## src/rtl/stal_pkg.sv

```systemverilog
package stal_pkg;

    // default table depth
    localparam int STAL_SLOTS = 16;

    // field widths of the stream beats
    localparam int KIND_W    = 2;
    localparam int IDX_IN_W  = 4;
    localparam int PROC_W    = 22;
    localparam int TERM_W    = 8;
    localparam int SLOT_W    = 4;
    localparam int SPAN_W    = 5;
    localparam int S_TDATA_W = 40;
    localparam int M_TDATA_W = 16;
    localparam int ENTRY_W   = PROC_W + TERM_W;

    // operation codes carried in the slave tuser
    localparam logic [KIND_W-1:0] KIND_ALLOC     = 2'd0;
    localparam logic [KIND_W-1:0] KIND_FREE      = 2'd1;
    localparam logic [KIND_W-1:0] KIND_FIND_PROC = 2'd2;
    localparam logic [KIND_W-1:0] KIND_FIND_TERM = 2'd3;

    typedef enum logic [1:0] {
        ST_IDLE,
        ST_ALLOC,
        ST_FREE,
        ST_FIND
    } t_state;

endpackage

```

## src/rtl/slot_table_alloc_lookup_unit.sv

```systemverilog
// channel   dir  tdata (low bit up)                              tuser
// s_axis    in   slot_index[3:0] proc_id[25:4] term_num[33:26]  kind[1:0]
// m_axis    out  slot_out[3:0] in_use_span[8:4]                  status[0]
//
// one operation at a time: s_axis_tready is high only while the sequencer is idle
// allocate and find walk the table one slot a cycle, up to the high-water count r_hw;
// free clears the slot on the accepting beat, then trims trailing free slots one a cycle
// the result sits in an output register; the next beat is taken as soon as it is loaded
// a stalled m_axis holds the finishing step until the output register frees up
// synchronous active-low reset clears the occupied bits, the count and the sequencer
module slot_table_alloc_lookup_unit import stal_pkg::*; #(
    parameter int SLOTS = STAL_SLOTS
) (
    input  logic                 i_clk,
    input  logic                 i_rst_n,
    input  logic                 s_axis_tvalid,
    output logic                 s_axis_tready,
    input  logic [S_TDATA_W-1:0] s_axis_tdata,   // slot_index, proc_id, term_num, zero pad
    input  logic [KIND_W-1:0]    s_axis_tuser,   // kind
    output logic                 m_axis_tvalid,
    input  logic                 m_axis_tready,
    output logic [M_TDATA_W-1:0] m_axis_tdata,   // slot_out, in_use_span, zero pad
    output logic                 m_axis_tuser    // status
);

    // index width for the table, count width able to hold SLOTS itself
    localparam int IW = (SLOTS > 1) ? $clog2(SLOTS) : 1;
    localparam int CW = $clog2(SLOTS + 1);

    t_state r_state, n_state;

    // scan counter, compare stage behind the memory read
    logic [CW-1:0] r_idx, n_idx;
    logic          r_cmp_vld, n_cmp_vld;
    logic [IW-1:0] r_cmp_idx, n_cmp_idx;

    // table state: occupied bits in flops, keys in memory
    logic [CW-1:0]    r_hw, n_hw;
    logic [SLOTS-1:0] r_occ, n_occ;
    logic [ENTRY_W-1:0] r_mem [SLOTS];
    logic [ENTRY_W-1:0] r_rd_data;

    // operation held for the length of the walk
    logic [KIND_W-1:0] r_kind;
    logic [PROC_W-1:0] r_key_proc;
    logic [TERM_W-1:0] r_key_term;
    logic [IW-1:0]     r_free_idx;
    logic              r_free_bad;

    // output register
    logic              r_m_valid, n_m_valid;
    logic              r_m_status;
    logic [SLOT_W-1:0] r_m_slot;
    logic [SPAN_W-1:0] r_m_span;

    logic               w_accept;
    logic               w_out_free;
    logic               w_load;
    logic               w_res_status;
    logic [IW-1:0]      w_res_slot;
    logic               w_wr_en;
    logic [IW-1:0]      w_wr_addr;
    logic               w_rd_en;
    logic [IW-1:0]      w_rd_addr;
    logic [CW-1:0]      w_hw_m1;
    logic               w_match;
    logic [IDX_IN_W-1:0] w_in_idx;
    logic               w_in_bad;

    assign s_axis_tready = (r_state == ST_IDLE);
    assign w_accept      = s_axis_tvalid && s_axis_tready;
    assign w_out_free    = !r_m_valid || m_axis_tready;

    assign w_in_idx = s_axis_tdata[IDX_IN_W-1:0];
    // slot numbers beyond the table are refused on free
    assign w_in_bad = ({{(32-IDX_IN_W){1'b0}}, w_in_idx} >= 32'(SLOTS));

    assign w_hw_m1   = r_hw - 1'b1;
    assign w_rd_addr = (r_idx < CW'(SLOTS)) ? r_idx[IW-1:0] : '0;
    assign w_match   = (r_kind == KIND_FIND_PROC) ?
                       (r_rd_data[ENTRY_W-1:TERM_W] == r_key_proc) :
                       (r_rd_data[TERM_W-1:0] == r_key_term);

    assign m_axis_tvalid = r_m_valid;
    assign m_axis_tuser  = r_m_status;
    assign m_axis_tdata  = {{(M_TDATA_W-SLOT_W-SPAN_W){1'b0}}, r_m_span, r_m_slot};

    // sequencer: next state, scan steps and result
    always_comb begin
        n_state      = r_state;
        n_idx        = r_idx;
        n_cmp_vld    = r_cmp_vld;
        n_cmp_idx    = r_cmp_idx;
        n_hw         = r_hw;
        n_occ        = r_occ;
        n_m_valid    = r_m_valid && !m_axis_tready;
        w_load       = 1'b0;
        w_res_status = 1'b0;
        w_res_slot   = '0;
        w_wr_en      = 1'b0;
        w_wr_addr    = '0;
        w_rd_en      = 1'b0;

        case (r_state)
            ST_IDLE: begin
                if (w_accept) begin
                    n_idx     = '0;
                    n_cmp_vld = 1'b0;
                    case (s_axis_tuser)
                        KIND_ALLOC: begin
                            n_state = ST_ALLOC;
                        end
                        KIND_FREE: begin
                            if (!w_in_bad) begin
                                n_occ[IW'(w_in_idx)] = 1'b0;
                            end
                            n_state = ST_FREE;
                        end
                        default: begin
                            n_state = ST_FIND;
                        end
                    endcase
                end
            end

            ST_ALLOC: begin
                if (r_idx >= r_hw) begin
                    // no hole below the count: extend or report full
                    if (w_out_free) begin
                        w_load  = 1'b1;
                        n_state = ST_IDLE;
                        if (r_hw == CW'(SLOTS)) begin
                            w_res_status = 1'b1;
                        end else begin
                            w_wr_en           = 1'b1;
                            w_wr_addr         = r_hw[IW-1:0];
                            n_occ[r_hw[IW-1:0]] = 1'b1;
                            n_hw              = r_hw + 1'b1;
                            w_res_slot        = r_hw[IW-1:0];
                        end
                    end
                end else if (!r_occ[r_idx[IW-1:0]]) begin
                    if (w_out_free) begin
                        w_load               = 1'b1;
                        n_state              = ST_IDLE;
                        w_wr_en              = 1'b1;
                        w_wr_addr            = r_idx[IW-1:0];
                        n_occ[r_idx[IW-1:0]] = 1'b1;
                        w_res_slot           = r_idx[IW-1:0];
                    end
                end else begin
                    n_idx = r_idx + 1'b1;
                end
            end

            ST_FREE: begin
                if (r_free_bad) begin
                    if (w_out_free) begin
                        w_load       = 1'b1;
                        n_state      = ST_IDLE;
                        w_res_status = 1'b1;
                    end
                end else if ((r_hw != '0) && !r_occ[w_hw_m1[IW-1:0]]) begin
                    // trim one trailing free slot a cycle
                    n_hw = w_hw_m1;
                end else if (w_out_free) begin
                    w_load     = 1'b1;
                    n_state    = ST_IDLE;
                    w_res_slot = r_free_idx;
                end
            end

            ST_FIND: begin
                if (r_cmp_vld && w_match) begin
                    if (w_out_free) begin
                        w_load     = 1'b1;
                        n_state    = ST_IDLE;
                        w_res_slot = r_cmp_idx;
                    end
                end else if (r_idx >= r_hw) begin
                    if (w_out_free) begin
                        w_load       = 1'b1;
                        n_state      = ST_IDLE;
                        w_res_status = 1'b1;
                    end
                end else begin
                    // read next slot, compare it in the following cycle
                    w_rd_en   = 1'b1;
                    n_idx     = r_idx + 1'b1;
                    n_cmp_vld = r_occ[r_idx[IW-1:0]];
                    n_cmp_idx = r_idx[IW-1:0];
                end
            end

            default: begin
                n_state = ST_IDLE;
            end
        endcase

        if (w_load) begin
            n_m_valid = 1'b1;
        end
    end

    // control state
    always_ff @(posedge i_clk) begin
        if (!i_rst_n) begin
            r_state   <= ST_IDLE;
            r_idx     <= '0;
            r_cmp_vld <= 1'b0;
            r_cmp_idx <= '0;
            r_hw      <= '0;
            r_occ     <= '0;
            r_m_valid <= 1'b0;
        end else begin
            r_state   <= n_state;
            r_idx     <= n_idx;
            r_cmp_vld <= n_cmp_vld;
            r_cmp_idx <= n_cmp_idx;
            r_hw      <= n_hw;
            r_occ     <= n_occ;
            r_m_valid <= n_m_valid;
        end
    end

    // operation payload, latched on the accepting beat
    always_ff @(posedge i_clk) begin
        if (w_accept) begin
            r_kind     <= s_axis_tuser;
            r_key_proc <= s_axis_tdata[IDX_IN_W +: PROC_W];
            r_key_term <= s_axis_tdata[IDX_IN_W + PROC_W +: TERM_W];
            r_free_idx <= IW'(w_in_idx);
            r_free_bad <= w_in_bad;
        end
    end

    // result payload
    always_ff @(posedge i_clk) begin
        if (w_load) begin
            r_m_status <= w_res_status;
            r_m_slot   <= SLOT_W'(w_res_slot);
            r_m_span   <= SPAN_W'(n_hw);
        end
    end

    // key memory, one write and one registered read a cycle
    always_ff @(posedge i_clk) begin
        if (w_wr_en) begin
            r_mem[w_wr_addr] <= {r_key_proc, r_key_term};
        end
        if (w_rd_en) begin
            r_rd_data <= r_mem[w_rd_addr];
        end
    end

endmodule
```

## config.mk

```make
export PLATFORM = sky130hd
export DESIGN_NAME = slot_table_alloc_lookup_unit
export DESIGN_NICKNAME = d
export VERILOG_FILES = /design/src/rtl/stal_pkg.sv /design/src/rtl/slot_table_alloc_lookup_unit.sv
export SDC_FILE = /design/constraint.sdc
export NUM_CORES = 1
export LEC_CHECK = 0
export BUFFER_PORTS_ARGS = -buffer_cell sky130_fd_sc_hd__buf_4
export CORE_UTILIZATION = 40
export DETAILED_ROUTE_END_ITERATION = 7
export PLACE_DENSITY_LB_ADDON = 0.25
export SLEW_MARGIN = 25
export SYNTH_ARGS = -nofsm -noshare
export SYNTH_HDL_FRONTEND = slang
export SYNTH_SLANG_ARGS = --single-unit
export TNS_END_PERCENT = 50
```

## constraint.sdc

```tcl
create_clock -name i_clk -period 5.65 [get_ports i_clk]
set_input_delay 0 -clock i_clk [delete_from_list [all_inputs] [get_ports i_clk]]
set_output_delay 0 -clock i_clk [all_outputs]
set_load 0.1 [all_outputs]
```

==> out/qor.csv <==
stage;metric;value;unit
yosys;share of synthesized registers carrying an async set or reset;0;
detailed_routing;number of DRC markers after the initial detailed-route iteration;1173;
timing;RSZ-0062 raised after global routing;no;
yosys;Warnings, synthesis;0;
detailed_routing;first-pass iteration count of the detailed router;7;
place;Final GP Congestion;0.854;
clock_network;maximum level of the CTS H-tree;2;
die;Die Width;250;um
timing;Final Hold Vio Count;0;
worst_hold_path;worst hold path type;in -> reg;
timing;worst hold-check slack;83.0;ps
critical_path;arrival time reported for the critical path endpoint;4500;ps
outcome;result of the run;complete, no violations;
yosys;Synth Cell Area;0.0246;sq mm
yosys;mux share of post-synthesis cell area;0.0793;
power_and_ir_drop;ratio of total power to cell area;370;mW/mm^2
clock_network;insertion delay to the later sink of the worst-skew pair;630;ps
die;number of rows in the core area;90;
worst_hold_path;launch instance of the worst min-delay path;s_axis_tdata[6];
yosys;Compound-Gate Fraction of Synth Area;0.0942;
detailed_routing;number of routed nets with antenna violations;0;
critical_path;Worst setup startpoint;r_hw[2];
place;HPWL reported at the end of detailed placement;34700;um
timing;Final Critical Period;4200;ps
detailed_routing;final routed wirelength across all metal layers;61500;um
grt;initial antenna violation count;0;
yosys;Adder-Cell Fraction of Synth Area;0.0102;
die;Top-Level Pins;65;
timing;final worst clock skew;24.1;ps
clock_network;CTS sink cnt;590;
timing;worst slew pin tran;917;ps
critical_path;worst-path fanout max;18;
yosys;Post-Synth Simple-Gate Area;0.0780;
power_and_ir_drop;LEAKAGE;9.23;nW
grt;via count of the first global-routing pass;14900;
critical_path;Setup crit start kind;flop;
detailed_routing;post-DR wirelength/cell;23.2;um
clock_network;Max Buffers Root-to-Sink;3;
critical_path;Crit Path Class;reg -> reg;
timing;achievable clock frequency;0.238;GHz
critical_path;Critical Path RT;5950;ps
grt;overflow left after global routing;0;
timing;Slew Limit Headroom;0.388;
die;DIE HEIGHT;250;um
critical_path;worst r2r src;r_hw[2];
die;die footprint;0.0625;sq mm
grt;maximum number of pins on one net before global-route repair;125;
detailed_routing;via-per-instance ratio;5.56;
place;IO buf count;51;
timing;setup TNS;0;ps
clock_network;clock-pin slew reported for the worst setup and hold paths after clock tree synthesis;60;ps
timing;number of pins exceeding their max-slew limit in the final report;0;
yosys;main combinational cell family by area after synthesis;compound AO/OA/AOI/OAI gates;
grt;overall routing resource usage;0.198;
yosys;number of synthesized register bits;590;
yosys;post-synthesis average cell area;14.2;sq um
timing;final critical-path share of the clock period;0.743;
cells_and_area;Layout area overhead;15.5;%
grt;global-route wire length before repair;92700;um
yosys;synthesized instance count;1736;
clock_network;CTS tree;yes;
cells_and_area;number of antenna repair diodes;0;
cells_and_area;Final nets;1890;
flow_run;Max-Cap Viols;0;
critical_path;kind of end point of the critical path;flop;
yosys;sequential element share of the synthesized area;0.706;
cells_and_area;number of filler instances in the final layout;5279;
die;floorplan core area;0.0606;sq mm
power_and_ir_drop;peak supply drop;0.000246;V
die;effective utilization at floorplan;0.406;
yosys;number of flops mapped to enable cells by yosys;556;
yosys;distinct cell type count of the synthesized netlist;60;
cells_and_area;ratio of cells with drive above 1 in the final layout;0.154;
clock_network;TritonCTS Buffers;60;
detailed_routing;Post-route DRC;0;
clock_network;# resized after CTS;0;
clock_network;Root Buffer Master;sky130_fd_sc_hd__clkbuf_16;
detailed_routing;number of vias after detailed routing;14800;
yosys;flip-flop cell with the highest count after synthesis;sky130_fd_sc_hd__edfxtp_1;
yosys;synthesized-area fraction occupied by xor and xnor cells;0.0110;
timing;final setup violation count;0;
-- critical path, cell delays in order (launching register included) --
cell and delay [ps]:
sky130_fd_sc_hd__dfxtp_1 640, sky130_fd_sc_hd__inv_1 200, sky130_fd_sc_hd__ha_1 320, sky130_fd_sc_hd__o211ai_1 110, sky130_fd_sc_hd__o21ai_1 520, sky130_fd_sc_hd__buf_4 350, sky130_fd_sc_hd__nand2_1 90, sky130_fd_sc_hd__a21o_1 210
sky130_fd_sc_hd__or2_1 390, sky130_fd_sc_hd__nor2_4 590, sky130_fd_sc_hd__buf_4 400
-- placed cells by master (no fill, tap or decap), types with 5 or more instances in the layout --
master	count
sky130_fd_sc_hd__nor2b_1	8
sky130_fd_sc_hd__edfxtp_1	556
sky130_fd_sc_hd__nor4_1	11
sky130_fd_sc_hd__buf_4	89
sky130_fd_sc_hd__dlygate4sd3_1	39
sky130_fd_sc_hd__bufinv_16	5
sky130_fd_sc_hd__a21boi_0	13
sky130_fd_sc_hd__inv_1	9
sky130_fd_sc_hd__clkinv_1	10
sky130_fd_sc_hd__nand2b_1	11
sky130_fd_sc_hd__xor2_1	30
sky130_fd_sc_hd__a211oi_1	32
sky130_fd_sc_hd__ha_1	20
sky130_fd_sc_hd__nand2_1	176
sky130_fd_sc_hd__dfxtp_1	30
sky130_fd_sc_hd__nor2_1	45
sky130_fd_sc_hd__o211ai_1	7
sky130_fd_sc_hd__conb_1	7
sky130_fd_sc_hd__a22oi_1	31
sky130_fd_sc_hd__or2_2	5
sky130_fd_sc_hd__mux2i_1	107
sky130_fd_sc_hd__and2_1	9
sky130_fd_sc_hd__clkbuf_1	16
sky130_fd_sc_hd__buf_12	8
sky130_fd_sc_hd__mux2_2	61
sky130_fd_sc_hd__nand4_1	9
sky130_fd_sc_hd__clkinv_2	12
sky130_fd_sc_hd__o221ai_1	31
sky130_fd_sc_hd__o31ai_1	32
sky130_fd_sc_hd__o21ai_0	93
sky130_fd_sc_hd__nor3_1	40
sky130_fd_sc_hd__mux4_2	7
sky130_fd_sc_hd__nand3_1	69
sky130_fd_sc_hd__a21oi_1	102
sky130_fd_sc_hd__nor2_4	20
sky130_fd_sc_hd__clkbuf_16	60
-- registers in the layout, indices dropped and copies added (netlist names), 5 cells and up --
signal	cells
r_rd_data	30
r_occ	16
r_key_proc	22
r_hw	5
r_idx	5
r_m_span	5
r_mem	480
r_key_term	8
-- Yosys cell counts, drive strengths merged, types with 8 or more instances --
cell type    n  area share
mux2        61       0.028
dfxtp       34       0.028
o21ai       94       0.019
nand3       69       0.014
nor2b        8      0.0020
buf         31      0.0065
o221ai      31       0.011
a21boi      16      0.0049
mux2i      109       0.045
nand2b      14      0.0036
nor4        11      0.0028
nand4        9      0.0023
a21oi      102       0.021
a22oi       31      0.0095
and2         9      0.0023
xor2        30       0.011
nor3        41      0.0085
nand2      176       0.027
nor2        65      0.0099
inv         10      0.0015
clkbuf      86       0.013
ha          20       0.010
a211oi      32      0.0098
edfxtp     556        0.68
o31ai       32      0.0098
-- path summary, 6_finish.rpt --
kind | to | slack [ps] | depth (start not counted)
worst min register to register | r_occ[7] | 500 | 2
worst min-delay path | r_key_proc[2] | 80 | 2
worst max register to register | r_mem[3][0] | 1450 | 10
worst max-delay path | r_mem[3][0] | 1450 | 10
-- metrics by stage --
step                      utilization  setup slack (ps)  power [W]  std cells  cell area [sq um]
after floorplan                     -              1120    0.00628       1742              24600
after global placement          0.431              1590    0.00676       2504              26100
after detailed placement        0.432              1520    0.00678       2505              26200
after CTS                       0.470              1500     0.0106       2653              28400
after global routing            0.470              1210     0.0109       2653              28400
final                           0.470              1450     0.0105       2653              28400
-- cell families (layout without fill, tap and decap cells) --
logic type	Yosys count	after routing
AOI/OAI and AO/OA	367	367
xor gates and xnor gates	31	31
adders and majority gates	20	20
buffers and inverters	129	258
DFF	590	590
muxes	177	177
other	1	7
and+or+nand+nor	421	421
-- final cells by class --
cell class,count,area [sq um],share of cell area
inverter,12,45.0,0.00158
sequential,590,17400,0.611
tap,782,978,0.0344
timing repair buffer,137,1250,0.0438
clock buffer,76,1560,0.0549
multi-input combinational,1023,6900,0.243
clock inverter,33,324,0.0114
-- power breakdown --
part | total (W) | switching [W] | leakage [nW] | internal [W]
clock | 0.00383 | 0.00165 | 0.910 | 0.00218
sequential | 0.00527 | 0.000194 | 5.30 | 0.00508
combinational | 0.00144 | 0.000939 | 3.02 | 0.000498
-- layer usage --
metal	up-vias	track usage	part of all wire
met4	0	0.0645	0.025
met2	444	0.319	0.47
met3	102	0.0329	0.062
met1	7398	0.272	0.44
li1	6817	-	-
met5	-	0	0
-- repair_timing --
action | 4_1_cts | 5_1_grt
hold buffers | 39 | 0
buffers inserted | 0 | 0
endpoints found under the hold margin | 71 | 0
No activity file was read; power rests on OpenSTA's default activity.
